--- config.mk ---
export PLATFORM = sky130hd
export DESIGN_NAME = apg_div_cell
export DESIGN_NICKNAME = d
export VERILOG_FILES = /design/src/sv/apg_pkg.sv /design/src/sv/apg_div_cell.sv
export SDC_FILE = /design/constraint.sdc
export NUM_CORES = 1
export LEC_CHECK = 0
export BUFFER_PORTS_ARGS = -buffer_cell sky130_fd_sc_hd__buf_4
export CORE_AREA = 2 2 311 313
export CTS_CLUSTER_DIAMETER = 50
export DETAILED_ROUTE_END_ITERATION = 10
export DIE_AREA = 0 0 313 315
export GPL_TIMING_DRIVEN = 0
export SYNTH_ARGS = -nofsm -noshare
export SYNTH_HDL_FRONTEND = slang
export SYNTH_SLANG_ARGS = --single-unit
--- constraint.sdc ---
create_clock -name clk -period 0.8 [get_ports clk]
set_input_delay 0.12 -clock clk [delete_from_list [all_inputs] [get_ports clk]]
set_output_delay 0.12 -clock clk [all_outputs]
set_load 0.02 [all_outputs]
--- src/sv/apg_pkg.sv ---
// Shared constants, types and angle table for the arc polyline point generator.
package apg_pkg;

	localparam int MAX_SEGMENTS   = 4096;
	localparam int CORDIC_STAGES  = 24;
	localparam int SQRT_STAGES    = 31;
	localparam int FIXED_SEGMENTS = 8;
	localparam int MIN_SEGMENTS   = 2;
	localparam int QBITS          = $clog2(MAX_SEGMENTS);
	localparam int NW             = $clog2(MAX_SEGMENTS + 1);
	localparam int OFS_BITS       = 32;
	localparam int SHW            = 5;
	localparam int REM_W          = (NW + OFS_BITS > 45) ? NW + OFS_BITS : 45;

	localparam logic signed [33:0] Q28_PI      = 34'sh03243F6A9;
	localparam logic signed [33:0] Q28_HALF_PI = 34'sh01921FB54;
	localparam logic signed [33:0] Q28_TWO_PI  = 34'sh06487ED52;
	localparam logic [29:0]        GAIN_Q30    = 30'h26DD3B6A;

	typedef logic [SHW-1:0] sh_t;
	typedef logic [NW-1:0]  cnt_t;

	typedef struct packed {
		logic signed [31:0] cx;
		logic signed [31:0] cy;
		logic [30:0]        r;
		logic signed [31:0] start;
		logic [31:0]        mag;
		logic               sneg;
		logic [12:0]        idx;
		logic               tol_ok;
		logic [31:0]        rmt;
		logic [31:0]        step;
		logic               cap;
		cnt_t               n;
		logic [REM_W-1:0]   prodm;
		logic               fneg;
	} carry_t;

	function automatic logic signed [31:0] atan_q28(input sh_t i);
		logic signed [31:0] v;
		case (int'(i))
			0: v = 32'sh0C90FDAA;
			1: v = 32'sd124459457;
			2: v = 32'sd65760959;
			3: v = 32'sd33381290;
			4: v = 32'sd16755422;
			5: v = 32'sd8385879;
			6: v = 32'sd4193963;
			7: v = 32'sd2097109;
			8: v = 32'sd1048571;
			9: v = 32'sd524287;
			default: begin
				if (int'(i) inside {[10:28]}) begin
					v = 32'(64'd1 << (28 - int'(i)));
				end else if (int'(i) == 29) begin
					v = 32'sd1;
				end else begin
					v = 32'sd0;
				end
			end
		endcase
		return v;
	endfunction

endpackage

--- src/sv/apg_div_cell.sv ---
// One quotient bit of a pipelined restoring divider.
module apg_div_cell (
	input  logic                      clk,
	input  logic                      arst_n,
	input  logic                      adv,
	input  apg_pkg::sh_t              shift,
	input  logic [31:0]               divisor,
	input  logic                      in_vld,
	input  apg_pkg::carry_t           in_cry,
	input  logic [apg_pkg::REM_W-1:0] in_rem,
	input  logic [31:0]               in_q,
	output logic                      out_vld,
	output apg_pkg::carry_t           out_cry,
	output logic [apg_pkg::REM_W-1:0] out_rem,
	output logic [31:0]               out_q
);

	logic [apg_pkg::REM_W-1:0] dsh;
	logic                      ge;

	always_comb begin
		dsh = apg_pkg::REM_W'(divisor) << shift;
		ge  = in_rem >= dsh;
	end

	always_ff @(posedge clk or negedge arst_n) begin
		if (!arst_n) begin
			out_vld <= 1'b0;
		end else if (adv) begin
			out_vld <= in_vld;
		end
	end

	always_ff @(posedge clk) begin
		if (adv) begin
			out_cry <= in_cry;
			out_rem <= ge ? in_rem - dsh : in_rem;
			out_q   <= {in_q[30:0], ge};
		end
	end

endmodule

## After elaboration in Yosys (flattened, before gate mapping)

Cells that the tools add are included.

- Reduce and logical (&&, ||, !) cells: 0
- Order comparisons: 1
- Shift operators: 1
- Divide/modulo/power cells: 0
- Equality and inequality tests: 0
- Bitwise logic cells: 0
- $mul: 0
- Add/subtract/negate cells: 1
- Mux-type cells: 1

Operator list:

| operator | count |
|---|---|
| 45-bit >= comparator | 1 |
| 45-bit two-way mux | 1 |
| 32-bit by 5-bit left shift with 45-bit output | 1 |
| 45-bit subtractor | 1 |

- Memories kept: 0
- Memory bits (read-only): 0
- Bits in latches: 0
- Input bits: 416
- Memory bits (writable): 0
- Register bits: 376

## Logic depth before layout (Yosys ltp)

- Word-level depth: 3
- Depth in mapped cells: 23

## Worst setup path after synthesis

No wires, ideal clock.

- Path kind: input to register
- From: input shift[1]
- To: register out_rem[40] (netlist bit), data pin
- Stages on the path: 20
- Data required time: 540 ps
- Path buffers: 4
- Data arrival time: 3739 ps
- Setup slack: -3199 ps
- Library setup time: 260 ps
- Path through: clkbuf_1 > buf_1 > mux4_2 > mux2i_1 > nand2_1 > o21ai_0 > nor2_1 > a21oi_1 > ha_1 > buf_6 > and3_1 > and3_1 > and4_1 > a41o_1 > a21oi_2 > nand3_2 > o21ai_4 > inv_2 > buf_6 > mux2_4

- Word-level cells in the longest chain between the ends: 3
- Elaborated cells between the ends (all ways): 4
- Classes of those cells: add/sub (1); order compare (1); shift (1); mux (1)

RTL lines:

| element | RTL line | text |
|---|---|---|
| start, declared | apg_div_cell.sv:6 | `input apg_pkg::sh_t shift,` |
| 32-bit by 5-bit left shift with 45-bit output (*) | apg_div_cell.sv:22 | `dsh = apg_pkg::REM_W'(divisor) << shift;` |
| 45-bit subtractor or 45-bit >= comparator (tied branches) | apg_div_cell.sv:37, apg_div_cell.sv:23 |  |
| 45-bit two-way mux (*) | apg_div_cell.sv:37 | `out_rem <= ge ? in_rem - dsh : in_rem;` |
| end signal, assigned | apg_div_cell.sv:37 |  |
| end, declared | apg_div_cell.sv:14 | `output logic [apg_pkg::REM_W-1:0] out_rem,` |

Mark *: on every way between the ends. The rest lies on a longest branch, timed or not.
A chain may end at the register's enable or synchronous reset.

## Worst setup path in the final report

- From: input shift[0]
- To: register out_rem[34] (netlist bit), data pin

The elaborated chain is that of the path after synthesis.

==> impl_metrics.ini <==
[clocking]
clock_sinks = 376
cts_root_buffer = clkbuf_16
clk_latency_ns = 0.62
htree_num_levels = 3
tritoncts = done
numCtsBuffers = 73
cts_buffer_depth = 3
cts.hold.buffers_added = 377
clk_pin_slew_ns = 0.06

[timing]
relSlewSlack_pct = 54.6
setup_viol = 422
fmaxAchievable_mhz = 278
final_max_slew_viol_count = 0
setup_tns_ns = -304.19
hold_ws_ns = -0.0579
period_needed_ns = 3.59
worstMarginPinSlew_ns = 0.681
skew_ns = 0
hold_viol_final = 37
rsz0062_at_grt = true
timing.final.crit_share_pct = 449
setup_ws_ns = -2.79

[pwr]
powerDensity_nw_per_um2 = 2340
combPwrFrac_pct = 28.3
ir_drop_uv = 1240
swShare_pct = 31.3
sequentialPowerShare_pct = 31.5
clkPwrFrac_pct = 40.2
p_int_mw = 54.6
power.switching_mw = 24.9
p_leak_nw = 13.7
totalPowerFinal_mw = 79.5

[yosys]
synth_warnings = 0
ys_async_sr_fraction_pct = 0.266
synth_edf_count = 375
yosysSeqAreaShare_pct = 68.9
syn_area_per_cell_sq_um = 14.2
ys_types = 71
syn_inst = 1152
syn_nets = 1616
synth-seq-cells = 376
synth-main-ff-cell = edfxtp_1
syn-cell-area_sq_um = 16400

[die]
die_w_um = 313
row_count = 114
dieArea_sq_um = 98600
start_util_pct = 17.1
die_y_um = 315
core_sq_um = 95700
ios = 792

[place]
place_hpwl_mm = 82.9
routabilityCongestion = 0.942
io_buffer_count = 787

[setup_path]
required_ns = 1.17
crit_fanout = 6
cp-endpoint = out_rem[34]
r2r_end = out_vld
arrival_ns = 3.96
timing.rr.start = out_vld
startpoint = shift[0]
start_kind = primary input
crit_type = primary input to flop
worstSetupEndpointType = flop
worstRegToRegCells = 1
r2r_setup_slack_ns = 0.01

[routing]
antenna_left = 0
drc = 0
drt_iter0_drc = 1169
routed_wl_mm = 107
firstDrtPassIters = 5
num_vias = 16000
avgRoutedWirePerCell_um = 28.1
via_per_inst = 4.21

[final_layout]
drive_gt1_share_pct = 50.7
nNetsFinal = 2916
num-fill-cells = 9406
area_growth_pct = 108

[global_routing]
grt_pass1_wl_mm = 138
grt_overflow = 0
antenna_found_initial = 40
grt_start_max_net_pins = 115
gr-usage-all-layers_pct = 20.6
first_global_vias = 16000

[outcome]
status = complete, but fails checks
violations = hold timing, setup timing

[hold_path]
hold_path.class = primary input to flop

[run]
cap_violations = 0
[how the worst min path moves through the flow]
stage                   end   start  cells after the start  slack, ns
3_3_place_gp        out_vld  arst_n                      1      -0.09
2_1_floorplan       out_vld  arst_n                      0      -0.18
4_1_cts        out_cry[143]     adv                      1      -0.13
5_1_grt        out_cry[143]     adv                      1      -0.08
3_5_place_dp        out_vld  arst_n                      1       -0.1
6_report       out_cry[143]     adv                      1      -0.06
[logic make-up after synthesis]
family / after synthesis / synth area share [%]
AOI/OAI and AO/OA: 268 / 10.4
xor gates and xnor gates: 37 / 1.98
adders and majority gates: 48 / 3.71
buffers and inverters: 75 / 2.07
DFF: 376 / 68.9
muxes: 56 / 4.84
and+or+nand+nor: 292 / 8.09
[Yosys cell counts (3+ instances only)]
cell,instances,area share [%]
nand3_1,11,0.34
a221oi_1,4,0.21
a22oi_1,3,0.14
or3_1,3,0.11
mux2_2,11,0.76
o21ai_0,53,1.6
o22a_1,10,0.53
a21o_1,23,1.1
a21boi_0,5,0.23
a21oi_1,103,3.1
edfxtp_1,375,69
nand4_1,14,0.53
a21oi_2,3,0.16
inv_1,20,0.46
and4_1,3,0.16
clkbuf_1,29,0.66
xor2_1,16,0.86
buf_2,9,0.28
xnor2_1,21,1.1
nand2_1,114,2.6
a211o_1,4,0.21
nand2b_1,12,0.46
and2_1,9,0.34
a221o_1,3,0.18
o22ai_1,3,0.11
o21bai_1,6,0.28
a41oi_1,3,0.16
nor2_1,85,1.9
nor4_1,3,0.11
o211ai_1,4,0.18
mux4_2,17,2.3
o31ai_1,3,0.14
buf_6,6,0.41
buf_1,6,0.14
o21a_1,6,0.28
nor3_1,10,0.31
mux2i_1,27,1.7
a31oi_1,3,0.11
and3_1,7,0.27
nor2b_1,13,0.50
a211oi_1,7,0.32
ha_1,47,3.6
[cell usage in the layout (no fill, tap or decap), types with 20 or more instances in the layout]
| cell | count |
|---|---|
| a21o_1 | 22 |
| xnor2_1 | 21 |
| clkbuf_16 | 80 |
| nor2_2 | 20 |
| a21oi_1 | 47 |
| ha_1 | 22 |
| buf_4 | 469 |
| inv_1 | 20 |
| a21oi_4 | 22 |
| buf_6 | 382 |
| edfxtp_1 | 375 |
| dlygate4sd3_1 | 377 |
| a21oi_2 | 37 |
| o21ai_0 | 20 |
| nand2_1 | 95 |
| nor2_1 | 56 |
[power by group through the flow]
stage	clock [mW]	combinational (mW)	sequential, mW
after global placement	0	15.8	25.2
after detailed placement	0	15.8	25.0
after global routing	33.7	23.5	25.2
after floorplan	0	5.04	27.3
final	32.0	22.5	25.1
after CTS	32.8	21.3	25.1
[critical path, cell delays in order]
cell and delay, ns:
buf_12 0.13, buf_12 0.14, buf_8 0.13, mux4_2 0.37, nand2_2 0.06, nand2_2 0.12
o21ai_2 0.07, buf_4 0.14, buf_4 0.12, buf_4 0.13, a21o_4 0.23, ha_4 0.33
nand4_1 0.17, nor4_4 0.40, a41o_1 0.28, a21oi_2 0.06, buf_4 0.16, o21ai_4 0.06
o21ai_4 0.11, inv_6 0.12, buf_12 0.16, bufbuf_16 0.28, a21oi_1 0.06
[state kept, by name (all words and copies together) (netlist names)]
| register | cells |
|---|---|
| out_q | 32 |
| out_vld | 1 |
| out_cry | 298 |
| out_rem | 45 |
[area by class of cell]
cell class / instances / area [sq um] / area share (%)
Inverter: 24 / 103 / 0.302
Multi-Input combinational cell: 701 / 6150 / 18.1
Clock buffer: 82 / 1920 / 5.66
Sequential cell: 376 / 11300 / 33.2
Clock inverter: 53 / 589 / 1.73
Buffer: 40 / 397 / 1.17
Tap cell: 1276 / 1600 / 4.70
Antenna cell: 12 / 30.0 / 0.0884
Timing Repair Buffer: 1236 / 11900 / 35.0
[layer usage]
metal | part of all wire (%) | routed length (um) | GRT usage, % | vias to the layer above
met4 | 3.5 | 3700 | 6.09 | 12
li1 | - | - | - | 7067
met2 | 45 | 48600 | 32.6 | 819
met1 | 40 | 43000 | 25.4 | 7956
met5 | 0.074 | 79 | 0 | -
met3 | 11 | 11600 | 8.72 | 162
[timing repair]
item | CTS | global route
resized for setup | 617 | 120
cloned | 4 | 3
setup endpoints to repair | 423 | 553
pin swaps | 46 | 38
buffers inserted | 43 | 21
hold endpoints to repair | 413 | 37
[metrics by stage]
step	util (%)	setup WS, ns	cell area, sq um	cells
floorplan	-	-2.81	16500	1152
global placement	25.1	-4.61	24100	3215
detailed placement	25.2	-4.55	24100	3218
CTS	34.7	-2.63	33200	3766
global route	35.5	-2.80	34000	3796
finish	35.5	-2.79	34000	3800
Power figures use the tool's default switching activity.
