**src/sv/apg_pkg.sv**
```systemverilog
// Shared constants, types and angle table for the arc polyline point generator.
package apg_pkg;

	localparam int MAX_SEGMENTS   = 4096;
	localparam int CORDIC_STAGES  = 24;
	localparam int SQRT_STAGES    = 31;
	localparam int FIXED_SEGMENTS = 8;
	localparam int MIN_SEGMENTS   = 2;
	localparam int QBITS          = $clog2(MAX_SEGMENTS);
	localparam int NW             = $clog2(MAX_SEGMENTS + 1);
	localparam int OFS_BITS       = 32;
	localparam int SHW            = 5;
	localparam int REM_W          = (NW + OFS_BITS > 45) ? NW + OFS_BITS : 45;

	localparam logic signed [33:0] Q28_PI      = 34'sh03243F6A9;
	localparam logic signed [33:0] Q28_HALF_PI = 34'sh01921FB54;
	localparam logic signed [33:0] Q28_TWO_PI  = 34'sh06487ED52;
	localparam logic [29:0]        GAIN_Q30    = 30'h26DD3B6A;

	typedef logic [SHW-1:0] sh_t;
	typedef logic [NW-1:0]  cnt_t;

	typedef struct packed {
		logic signed [31:0] cx;
		logic signed [31:0] cy;
		logic [30:0]        r;
		logic signed [31:0] start;
		logic [31:0]        mag;
		logic               sneg;
		logic [12:0]        idx;
		logic               tol_ok;
		logic [31:0]        rmt;
		logic [31:0]        step;
		logic               cap;
		cnt_t               n;
		logic [REM_W-1:0]   prodm;
		logic               fneg;
	} carry_t;

	function automatic logic signed [31:0] atan_q28(input sh_t i);
		logic signed [31:0] v;
		case (int'(i))
			0: v = 32'sh0C90FDAA;
			1: v = 32'sd124459457;
			2: v = 32'sd65760959;
			3: v = 32'sd33381290;
			4: v = 32'sd16755422;
			5: v = 32'sd8385879;
			6: v = 32'sd4193963;
			7: v = 32'sd2097109;
			8: v = 32'sd1048571;
			9: v = 32'sd524287;
			default: begin
				if (int'(i) inside {[10:28]}) begin
					v = 32'(64'd1 << (28 - int'(i)));
				end else if (int'(i) == 29) begin
					v = 32'sd1;
				end else begin
					v = 32'sd0;
				end
			end
		endcase
		return v;
	endfunction

endpackage

```
**src/sv/apg_sqrt_cell.sv**
```systemverilog
// One digit step of the pipelined integer square root.
module apg_sqrt_cell (
	input  logic             clk,
	input  logic             arst_n,
	input  logic             adv,
	input  apg_pkg::sh_t     stage,
	input  logic             in_vld,
	input  apg_pkg::carry_t  in_cry,
	input  logic [63:0]      in_v,
	input  logic [63:0]      in_res,
	output logic             out_vld,
	output apg_pkg::carry_t  out_cry,
	output logic [63:0]      out_v,
	output logic [63:0]      out_res
);

	logic [6:0]  shamt;
	logic [63:0] bitv;
	logic [63:0] trial;
	logic [63:0] nv;
	logic [63:0] nres;

	always_comb begin
		shamt = 7'(2 * (apg_pkg::SQRT_STAGES - 1 - int'(stage)));
		bitv  = 64'd1 << shamt;
		trial = in_res + bitv;
		if (in_v >= trial) begin
			nv   = in_v - trial;
			nres = (in_res >> 1) + bitv;
		end else begin
			nv   = in_v;
			nres = in_res >> 1;
		end
	end

	always_ff @(posedge clk or negedge arst_n) begin
		if (!arst_n) begin
			out_vld <= 1'b0;
		end else if (adv) begin
			out_vld <= in_vld;
		end
	end

	always_ff @(posedge clk) begin
		if (adv) begin
			out_cry <= in_cry;
			out_v   <= nv;
			out_res <= nres;
		end
	end

endmodule

```
**config.mk**
```make
export PLATFORM = sky130hd
export DESIGN_NAME = apg_sqrt_cell
export DESIGN_NICKNAME = d
export VERILOG_FILES = /design/src/sv/apg_pkg.sv /design/src/sv/apg_sqrt_cell.sv
export SDC_FILE = /design/constraint.sdc
export NUM_CORES = 1
export LEC_CHECK = 0
export BUFFER_PORTS_ARGS = -buffer_cell sky130_fd_sc_hd__buf_2
export CAP_MARGIN = 30
export CORE_AREA = 2 2 336 338
export CTS_BUF_LIST = sky130_fd_sc_hd__clkbuf_4
export DETAILED_ROUTE_END_ITERATION = 8
export DIE_AREA = 0 0 338 340
export PLACE_DENSITY = 0.48
export RECOVER_POWER = 100
export SYNTH_ARGS = -nofsm -noshare
export SYNTH_HDL_FRONTEND = slang
export SYNTH_SLANG_ARGS = --single-unit
export TNS_END_PERCENT = 20
```
**constraint.sdc**
```tcl
create_clock -name clk -period 2.1 [get_ports clk]
set_clock_uncertainty 0.2 [all_clocks]
set_input_delay 0.105 -clock clk [delete_from_list [all_inputs] [get_ports clk]]
set_output_delay 0.105 -clock clk [all_outputs]
set_load 0.05 [all_outputs]
```
==> flow_summary.json, run 1 <==
{
  "status": "aborted with a tool error",
  "haltStage": "clock tree synthesis (4_1_cts)",
  "error": "[ERROR RSZ-0060] Max buffer count reached.",
  "dp_hpwl_um": 102000,
  "place_area_mm2": 0.0347,
  "pin_count": 862,
  "numPortBuffers": 861,
  "syn_nets": 2615,
  "yosysMostFrequentCell": "edfxtp_1",
  "yosysWarnings": 0,
  "avgSynthCellArea_um2": 11.2,
  "ys.flop_type": "edfxtp_1",
  "root_buffer": "clkbuf_4",
  "synth_common_cells": "edfxtp_1, nand2_1, nor2_1, ha_1, a21oi_1",
  "row_count": 123,
  "syn_area_mm2": 0.0230,
  "htreeDepth": 4,
  "ys_seq_elements": 427,
  "gp_congestion": 0.897,
  "die_w_um": 338,
  "synth_top_area_share_pct": 55.6,
  "cts_buffer_depth": 3,
  "synth_cell_types": 72,
  "cts_buffers": 131,
  "synthTopCellsByArea": "edfxtp_1, ha_1, nand2_1, xor2_1, xnor2_1",
  "postCtsResizedCells": 322,
  "yosysSeqAreaShare_pct": 55.7,
  "die_h_um": 340,
  "clock-sinks": 427,
  "synth_top_cell_by_area": "edfxtp_1",
  "holdBufCountCts": 1069,
  "initial_core_util_pct": 20.6,
  "synth-edff-count": 426,
  "postSynthCellCount": 2049,
  "postCtsSetupBuffers": 24,
  "async_reset_ff_share_pct": 0.234
}
## kinds of logic after synthesis
kind of cell | after synthesis | synth area share (%)
compound gates | 553 | 14.8
xor+xnor | 183 | 6.96
fa+ha+maj | 131 | 7.15
buf+inv | 108 | 1.95
flops | 427 | 55.7
mux | 8 | 0.386
simple gates | 639 | 13.0
## metrics by stage
stage                     util, %  worst slack [ps]  hold WS [ps]  setup TNS [ps]  cells
after detailed placement     31.1             -4580          -318         -572560   5078
after global placement       31.1             -4470          -316         -562800   5078
after floorplan                 -             -3820          -391         -484260   2049
==> run 2: changes to the inputs <==
Settings changed: CORE_AREA 2 2 336 338 to 2 2 334 336, CTS_BUF_LIST sky130_fd_sc_hd__clkbuf_4 to not set, DIE_AREA 0 0 338 340 to 0 0 336 338, PLACE_DENSITY 0.48 to not set, PLACE_DENSITY_LB_ADDON set to 0.15.
==> flow_summary.json, run 2 <==
{
  "status": "complete, but fails checks",
  "violations": "setup timing",
  "dp_hpwl_um": 101000,
  "cts_buffer_depth": 3,
  "regMostFlops": "out_cry",
  "post_drt_wl_per_cell_um": 21.7,
  "ys.flop_type": "edfxtp_1",
  "dp_cells": 5070,
  "drc": 0,
  "largest_register_ffs": 298,
  "fin_ws_ps": -3470,
  "worst_path_largest_cell_delay_ps": 470,
  "htreeDepth": 2,
  "clk_pin_slew_worst_paths_ps": 60,
  "setup_viol": 301,
  "crit_type": "in2reg",
  "crit_arrival_ps": 5750,
  "setup.worst_path.end_class": "flip-flop",
  "crit_fanout": 7,
  "finalInstanceArea_mm2": 0.0443,
  "ant_nets": 0,
  "areaGrowthSynthToFinish_pct": 92.4,
  "die_h_um": 338,
  "synthTopCellsByArea": "edfxtp_1, ha_1, nand2_1, xor2_1, xnor2_1",
  "die_w_um": 336,
  "gp_congestion": 0.874,
  "die-area_mm2": 0.114,
  "cp.buffers_inverters": 5,
  "avgSynthCellArea_um2": 11.2,
  "vdd_drop_max_v": 0.000515,
  "p_leak_nw": 18.7,
  "synth_common_cells": "edfxtp_1, nand2_1, nor2_1, ha_1, a21oi_1",
  "grt_max_degree": 53,
  "reg2reg_slack_ps": 580,
  "total_power_w": 0.0309,
  "instances_no_fill": 5910,
  "initial_core_util_pct": 20.9,
  "clock-sinks": 427,
  "drv_slew": 0,
  "nets": 4936,
  "via_count": 25600,
  "syn_area_mm2": 0.0230,
  "finalHoldViolations": 0,
  "yosysSeqAreaShare_pct": 55.7,
  "p_per_area_mw_per_mm2": 698,
  "finalSetupTns_ps": -445560,
  "post-route-period-util_pct": 265,
  "cts_buffers": 52,
  "antenna_found_initial": 23,
  "hold_path_class": "in2reg",
  "final_common_cell": "buf_4",
  "track_usage_pct": 21.5,
  "vias_per_cell": 4.33,
  "rsz0062_at_grt": "true",
  "top_regs": "out_cry x298, out_res x64, out_v x64",
  "synth_top_cell_by_area": "edfxtp_1",
  "drtIter0Drc": 1380,
  "synth_top_area_share_pct": 55.6,
  "fp.coreArea_mm2": 0.110,
  "slew_headroom_pct": 34.1,
  "start_kind": "input port",
  "syn_nets": 2615,
  "worst_pin_slew_ps": 988,
  "yosysWarnings": 0,
  "hold_ws_ps": 52.2,
  "insertion_delay_ps": 630,
  "crit_slowest_cell": "a211o_4",
  "critPathRequiredTime_ps": 2280,
  "grt_pass1_vias": 26300,
  "fmax_mhz": 179,
  "grt_pass1_wl_um": 177000,
  "synth-edff-count": 426,
  "cp_top_family": "compound AO/OA/AOI/OAI gates",
  "dr.pass1.iters": 5,
  "cts_tree": "yes",
  "numPortBuffers": 861,
  "ys_seq_elements": 427,
  "fin_crit_ps": 5570,
  "synth_cell_types": 72,
  "layout_common_cells": "buf_4, dlygate4sd3_1, edfxtp_1",
  "wirelength_um": 128000,
  "place_area_mm2": 0.0348,
  "drive_gt1_share_pct": 33.8,
  "pin_count": 862,
  "row_count": 122,
  "postSynthCellCount": 2049,
  "grt.overflow.total": 0,
  "yosysMostFrequentCell": "edfxtp_1",
  "async_reset_ff_share_pct": 0.234,
  "root_buffer": "clkbuf_16",
  "max_cap_viol_count": 0
}
-- run 2: cell counts after synthesis --
Identical to the previous run, type by type.
-- run 2: layout make-up --
type                    count  area, µm²
diodes                     10       25.0
clock buffers              59       1350
clock inverters            37        395
fillers                 11000      65800
inverters                  36        135
multi-input cells        1515      10600
flip-flops and latches    427      12800
well taps                1488       1860
repair buffers           2338      17100
-- run 2: through the flow --
| stage | setup slack, ps | util [%] |
|---|---|---|
| after global placement | -4620 | 31.6 |
| after detailed placement | -4620 | 31.6 |
| final | -3470 | 40.2 |
| after floorplan | -3820 | - |
| after CTS | -3520 | 40.2 |
| after global routing | -3680 | 40.2 |
-- run 2: worst paths after layout --
path	startpoint	end	cells after the start
worst max-delay path	stage[1]	out_res[17]	30
worst min-delay path	in_cry[79]	out_cry[79]	2
worst max register to register	out_vld	out_vld	2
worst min register to register	out_vld	out_vld	2
max in group asynchronous	arst_n	out_vld	3
min in group asynchronous	arst_n	out_vld	3
-- run 2: logic make-up after synthesis --
family,share of synthesized area (%)
AOI/OAI and AO/OA,14.8
xor gates and xnor gates,6.96
adders and majority gates,7.15
buffers and inverters,1.95
DFF,55.7
muxes,0.386
and+or+nand+nor,13.0
-- run 2: repair_timing --
action,4_1_cts,5_1_grt
buffers inserted,18,8
gates resized for setup,85,116
pin swaps,39,55
endpoints found under the setup margin,128,128
hold buffers,698,0
gates cloned,7,4
hold endpoints to repair,679,0
-- run 2: report_power, final --
group | leakage [nW] | switching, W | internal, W
sequential | 4.18 | 0.000399 | 0.0104
clock | 0.858 | 0.00399 | 0.00549
combinational | 13.6 | 0.00663 | 0.00400
-- run 2: routing by layer --
layer  up-vias  share of wire [%]  track usage [%]
met1     12200                 41             26.0
met5         -               0.11                0
li1      12400                  -                -
met4        20                4.5             9.00
met2       747                 48             36.9
met3       203                5.9             4.70
No activity file was read; power rests on OpenSTA's default activity.
==> run 3: changes to the inputs <==
Settings changed: CORE_AREA 2 2 334 336 to 10 10 323 325, DIE_AREA 0 0 336 338 to 0 0 333 335.
==> flow_summary.json, run 3 (synthesized netlist as in run 2, its figures left out) <==
{
  "cp_top_family": "compound AO/OA/AOI/OAI gates",
  "nFillCells": 9522,
  "hold_ws_ps": 13.6,
  "setup_viol": 362,
  "rr_endpoint": "out_vld",
  "hold-path-endpoint": "out_v[0]",
  "finalInstanceArea_mm2": 0.0435,
  "drtIter0Drc": 1571,
  "cp.buffers_inverters": 10,
  "via_count": 25800,
  "critPathRequiredTime_ps": 2270,
  "largest_register_ffs": 298,
  "setup.worst_path.end_class": "flip-flop",
  "crit_top_cell": "buf_4",
  "place_area_mm2": 0.0345,
  "multi_input_area_mm2": 0.0104,
  "fin_ws_ps": -3430,
  "pin_count": 862,
  "grt_pass1_vias": 27400,
  "die_h_um": 335,
  "r2r.worst_path.cells": 2,
  "crit_slowest_cell": "a211o_4",
  "crit_fanout": 8,
  "worst_pin_slew_ps": 1570,
  "crit_arrival_ps": 5700,
  "cts_buffers": 51,
  "vias_per_cell": 4.53,
  "grt_pass1_wl_um": 189000,
  "antenna_found_initial": 26,
  "slew_headroom_pct": -4.74,
  "root_buffer": "clkbuf_16",
  "final_common_cell": "buf_4",
  "status": "complete, but fails checks",
  "violations": "capacitance limit, slew limit, setup timing",
  "finalHoldViolations": 0,
  "clock-sinks": 427,
  "vdd_drop_max_v": 0.000579,
  "max_cap_viol_count": 1,
  "hold_path_class": "in2reg",
  "layout_common_cells": "buf_4, dlygate4sd3_1, edfxtp_1",
  "grt.overflow.total": 0,
  "top_regs": "out_cry x298, out_res x64, out_v x64",
  "die-area_mm2": 0.112,
  "post-route-period-util_pct": 263,
  "initial_core_util_pct": 23.5,
  "nets": 4922,
  "insertion_delay_ps": 620,
  "regMostFlops": "out_cry",
  "r2r-start": "out_vld",
  "p_per_area_mw_per_mm2": 685,
  "drv_slew": 33,
  "dp_hpwl_um": 105000,
  "fp.coreArea_mm2": 0.0978,
  "total_power_w": 0.0298,
  "post_drt_wl_per_cell_um": 23.3,
  "numPortBuffers": 861,
  "ant_nets": 0,
  "min_path_cells": 5,
  "dp_slack_ps": -4610,
  "reg2reg_slack_ps": 580,
  "die_w_um": 333,
  "wirelength_um": 133000,
  "drc": 0,
  "dr.pass1.iters": 5,
  "start_kind": "input port",
  "areaGrowthSynthToFinish_pct": 88.9,
  "htreeDepth": 2,
  "fmax_mhz": 181,
  "grt_max_degree": 54,
  "min_from": "in_v[0]",
  "crit_type": "in2reg",
  "fin_crit_ps": 5530,
  "worst_path_largest_cell_delay_ps": 420,
  "clk_pin_slew_worst_paths_ps": 50,
  "p_leak_nw": 18.5,
  "seq_area_mm2": 0.0128,
  "cts_buffer_depth": 3,
  "gp_congestion": 0.896,
  "drive_gt1_share_pct": 33.4,
  "rsz0062_at_grt": "true",
  "cts_tree": "yes",
  "track_usage_pct": 22.8,
  "row_count": 115
}
-- run 3: cell count changes in the layout (fill, tap and decap cells not counted), sizes merged, moves of 2 or more --
cell / change
dlygate4sd3: -22
bufinv: -5
diode: +4
clkinv: +2
clkbuf: -7
buf: +17
-- run 3: worst min-delay path, delay by kind of cell --
family | cells | cell delay, ps
fa+ha+maj | 1 | 210
buf+inv | 3 | 290
compound gates | 1 | 60
-- run 3: metal layers --
metal / vias up / GRT usage (%) / share of wire, %
met5: - / 0 / 0.099
met4: 22 / 7.75 / 3.9
met3: 194 / 6.02 / 7.1
met2: 824 / 40.0 / 49
met1: 12500 / 26.7 / 40
li1: 12300 / - / -
-- run 3: worst max path at each step --
stage,startpoint,to,slack (ps),cells after the start
5_1_grt,stage[1],out_res[17],-3680,34
2_1_floorplan,stage[0],out_v[63],-3820,28
3_5_place_dp,stage[0],out_v[59],-4610,29
3_3_place_gp,stage[0],out_v[16],-4560,31
6_report,stage[0],out_res[6],-3430,33
4_1_cts,stage[0],out_res[5],-3410,29
-- run 3: cell type report --
type                            count  share of cell area [%]
Tap cell                         1287                    3.70
Sequential cell                   427                    29.5
Timing Repair Buffer             2326                    38.8
Antenna cell                       14                  0.0806
Multi-Input combinational cell   1514                    24.0
Inverter                           36                   0.311
Clock inverter                     34                   0.662
Clock buffer                       60                    3.01
-- run 3: through the flow --
stage	util, %	setup TNS [ps]	cells
after floorplan	-	-484260	2049
after global placement	35.2	-571290	4866
after detailed placement	35.2	-563700	4866
after CTS	44.6	-425660	5672
after global routing	44.4	-496800	5693
final	44.4	-441410	5698
-- run 3: power breakdown --
group	switching, W	internal, W	total, W
Combinational	0.00661	0.00382	0.0104
Clock	0.00390	0.00475	0.00865
Sequential	0.000347	0.0104	0.0107
-- run 3: repair_timing --
action                     in CTS  in global routing
setup endpoints to repair     128                128
buffers inserted               33                 12
hold buffers                  676                  0
hold endpoints to repair      752                  0
gates cloned                    3                  0
gates resized for setup       100                 62
pin swaps                      53                 14
==> run 4: changes to the inputs <==
Settings changed: ABC_AREA set to 1, CORE_AREA 10 10 323 325 to 10 10 328 330, DIE_AREA 0 0 333 335 to 0 0 338 340.
==> flow_summary.json, run 4 <==
{
  "status": "complete, but fails checks",
  "violations": "hold timing, setup timing",
  "synth_top_area_share_pct": 48.0,
  "drc": 0,
  "row_count": 117,
  "top_regs": "out_cry x298, out_res x64, out_v x64",
  "synth_cell_types": 62,
  "worst_path_largest_cell_delay_ps": 310,
  "wirelength_um": 157000,
  "crit_top_cell": "nand2_4",
  "crit_slowest_cell": "ha_4",
  "cts_tree": "yes",
  "worst_pin_slew_ps": 842,
  "die-area_mm2": 0.115,
  "fp.coreArea_mm2": 0.101,
  "yosysSeqAreaShare_pct": 48.1,
  "syn_nets": 3750,
  "nets": 6469,
  "p_int_w": 0.0202,
  "root_buffer": "clkbuf_16",
  "fin_util_pct": 52.4,
  "start_kind": "input port",
  "p_leak_nw": 22.9,
  "gp_congestion": 0.959,
  "grt_max_degree": 64,
  "htreeDepth": 2,
  "ys_seq_elements": 427,
  "antenna_found_initial": 28,
  "grt_pass1_vias": 34900,
  "ys.flop_type": "edfxtp_1",
  "fin_crit_ps": 4550,
  "yosysMostFrequentCell": "nand2_1",
  "fmax_mhz": 220,
  "async_reset_ff_share_pct": 0.234,
  "syn_area_mm2": 0.0266,
  "seq_power_share_pct": 33.3,
  "synth_top_cell_by_area": "edfxtp_1",
  "insertion_delay_ps": 650,
  "hold_ws_ps": -230,
  "final_common_cell": "buf_4",
  "clkPwrFrac_pct": 28.8,
  "areaGrowthSynthToFinish_pct": 98.9,
  "drtIter0Drc": 1637,
  "clk_pin_slew_worst_paths_ps": 60,
  "pin_count": 862,
  "via_count": 33400,
  "vdd_drop_max_v": 0.000628,
  "initial_core_util_pct": 26.3,
  "synthTopCellsByArea": "edfxtp_1, nand2_1, ha_1, inv_1, nor2_1",
  "cts_buffers": 52,
  "grt.overflow.total": 0,
  "clock-sinks": 427,
  "post-route-period-util_pct": 217,
  "track_usage_pct": 25.8,
  "largest_register_ffs": 298,
  "drive_gt1_share_pct": 38.0,
  "dr.pass1.iters": 5,
  "finalInstanceArea_mm2": 0.0530,
  "critPathRequiredTime_ps": 2290,
  "crit_fanout": 8,
  "post_drt_wl_per_cell_um": 21.3,
  "place_area_mm2": 0.0408,
  "dp_hpwl_um": 122000,
  "synth-edff-count": 426,
  "slew_headroom_pct": 44.1,
  "layout_common_cells": "buf_4, dlygate4sd3_1, nand2_1",
  "fin_ws_ps": -2450,
  "die_h_um": 340,
  "rsz0062_at_grt": "true",
  "hold_path_class": "in2reg",
  "cts_buffer_depth": 3,
  "power.switching_w": 0.0118,
  "die_w_um": 338,
  "grt_pass1_wl_um": 222000,
  "ant_nets": 0,
  "yosysWarnings": 0,
  "max_cap_viol_count": 0,
  "regMostFlops": "out_cry",
  "p_sw_share_pct": 36.9,
  "p_per_area_mw_per_mm2": 605,
  "vias_per_cell": 4.55,
  "postSynthCellCount": 3184,
  "avgSynthCellArea_um2": 8.36,
  "setup.worst_path.end_class": "flip-flop",
  "crit_arrival_ps": 4750,
  "finalHoldViolations": 4,
  "drv_slew": 0,
  "numPortBuffers": 861,
  "crit_type": "in2reg",
  "p_comb_share_pct": 38.0,
  "setup_viol": 232,
  "finalSetupTns_ps": -296830,
  "synth_common_cells": "nand2_1, edfxtp_1, inv_1, nor2_1, o21ai_0"
}
[run 4: logic make-up after synthesis]
logic type / count (synthesis) / synth area share [%]
simple gates: 1522 / 24.0
compound gates: 543 / 11.4
buf+inv: 452 / 6.71
flops: 427 / 48.1
fa+ha+maj: 131 / 6.18
xor+xnor: 108 / 3.55
mux: 1 / 0.0423
[run 4: repair_timing]
item / in CTS / in global routing
hold buffers: 694 / 2
endpoints found under the setup margin: 128 / 128
hold endpoints to repair: 677 / 5
buffers inserted: 59 / 17
gates resized for setup: 458 / 349
pin swaps: 88 / 119
gates cloned: 11 / 8
[run 4: routing by layer]
metal  GRT usage [%]  wire length (µm)  part of all wire, %
met1            29.3             60900                   39
met5               0                82                0.052
met2            46.8             78800                   50
met3            3.81              8060                  5.1
met4            11.9              8660                  5.5
[run 4: final cells by class]
cell class | count | area [µm²]
Antenna cell | 21 | 52.6
Clock buffer | 65 | 1370
Clock inverter | 33 | 347
Fill cell | 9638 | 48200
Inverter | 423 | 1620
Multi-Input combinational cell | 2306 | 15100
Sequential cell | 427 | 12800
Tap cell | 1368 | 1710
Timing Repair Buffer | 2693 | 20000
[run 4: stage by stage]
stage | instances | power [W] | setup WS (ps)
after detailed placement | 6431 | 0.0206 | -3560
after CTS | 7291 | 0.0319 | -2310
after global routing | 7327 | 0.0333 | -2600
after global placement | 6431 | 0.0206 | -3550
final | 7336 | 0.0320 | -2450
after floorplan | 3184 | 0.0159 | -2100
[run 4: power groups by stage]
stage	Combinational (W)	Sequential [W]	Clock (W)
6_report	0.0122	0.0107	0.00922
5_1_grt	0.0128	0.0107	0.00977
4_1_cts	0.0118	0.0106	0.00943
3_5_place_dp	0.00984	0.0108	0
3_3_place_gp	0.00983	0.0108	0
2_1_floorplan	0.00234	0.0136	0
[run 4: path summary, 6_finish.rpt]
check,from,endpoint,slack (ps),cells past startpoint
max,stage[1],out_res[27],-2450,36
min,in_v[1],out_v[1],-230,4
max reg2reg,out_vld,out_vld,560,2
min reg2reg,out_vld,out_vld,900,2
max in group asynchronous,arst_n,out_vld,1410,3
min in group asynchronous,arst_n,out_vld,170,3
[run 4: worst max-delay path, delay by kind of cell]
family                   cells  cell delay [ps]
AND/OR/NAND/NOR             17             1690
buffers and inverters       11             1300
adder cells (fa/ha/maj)      3              830
AO/OA/AOI/OAI                4              670
XOR/XNOR                     1              150
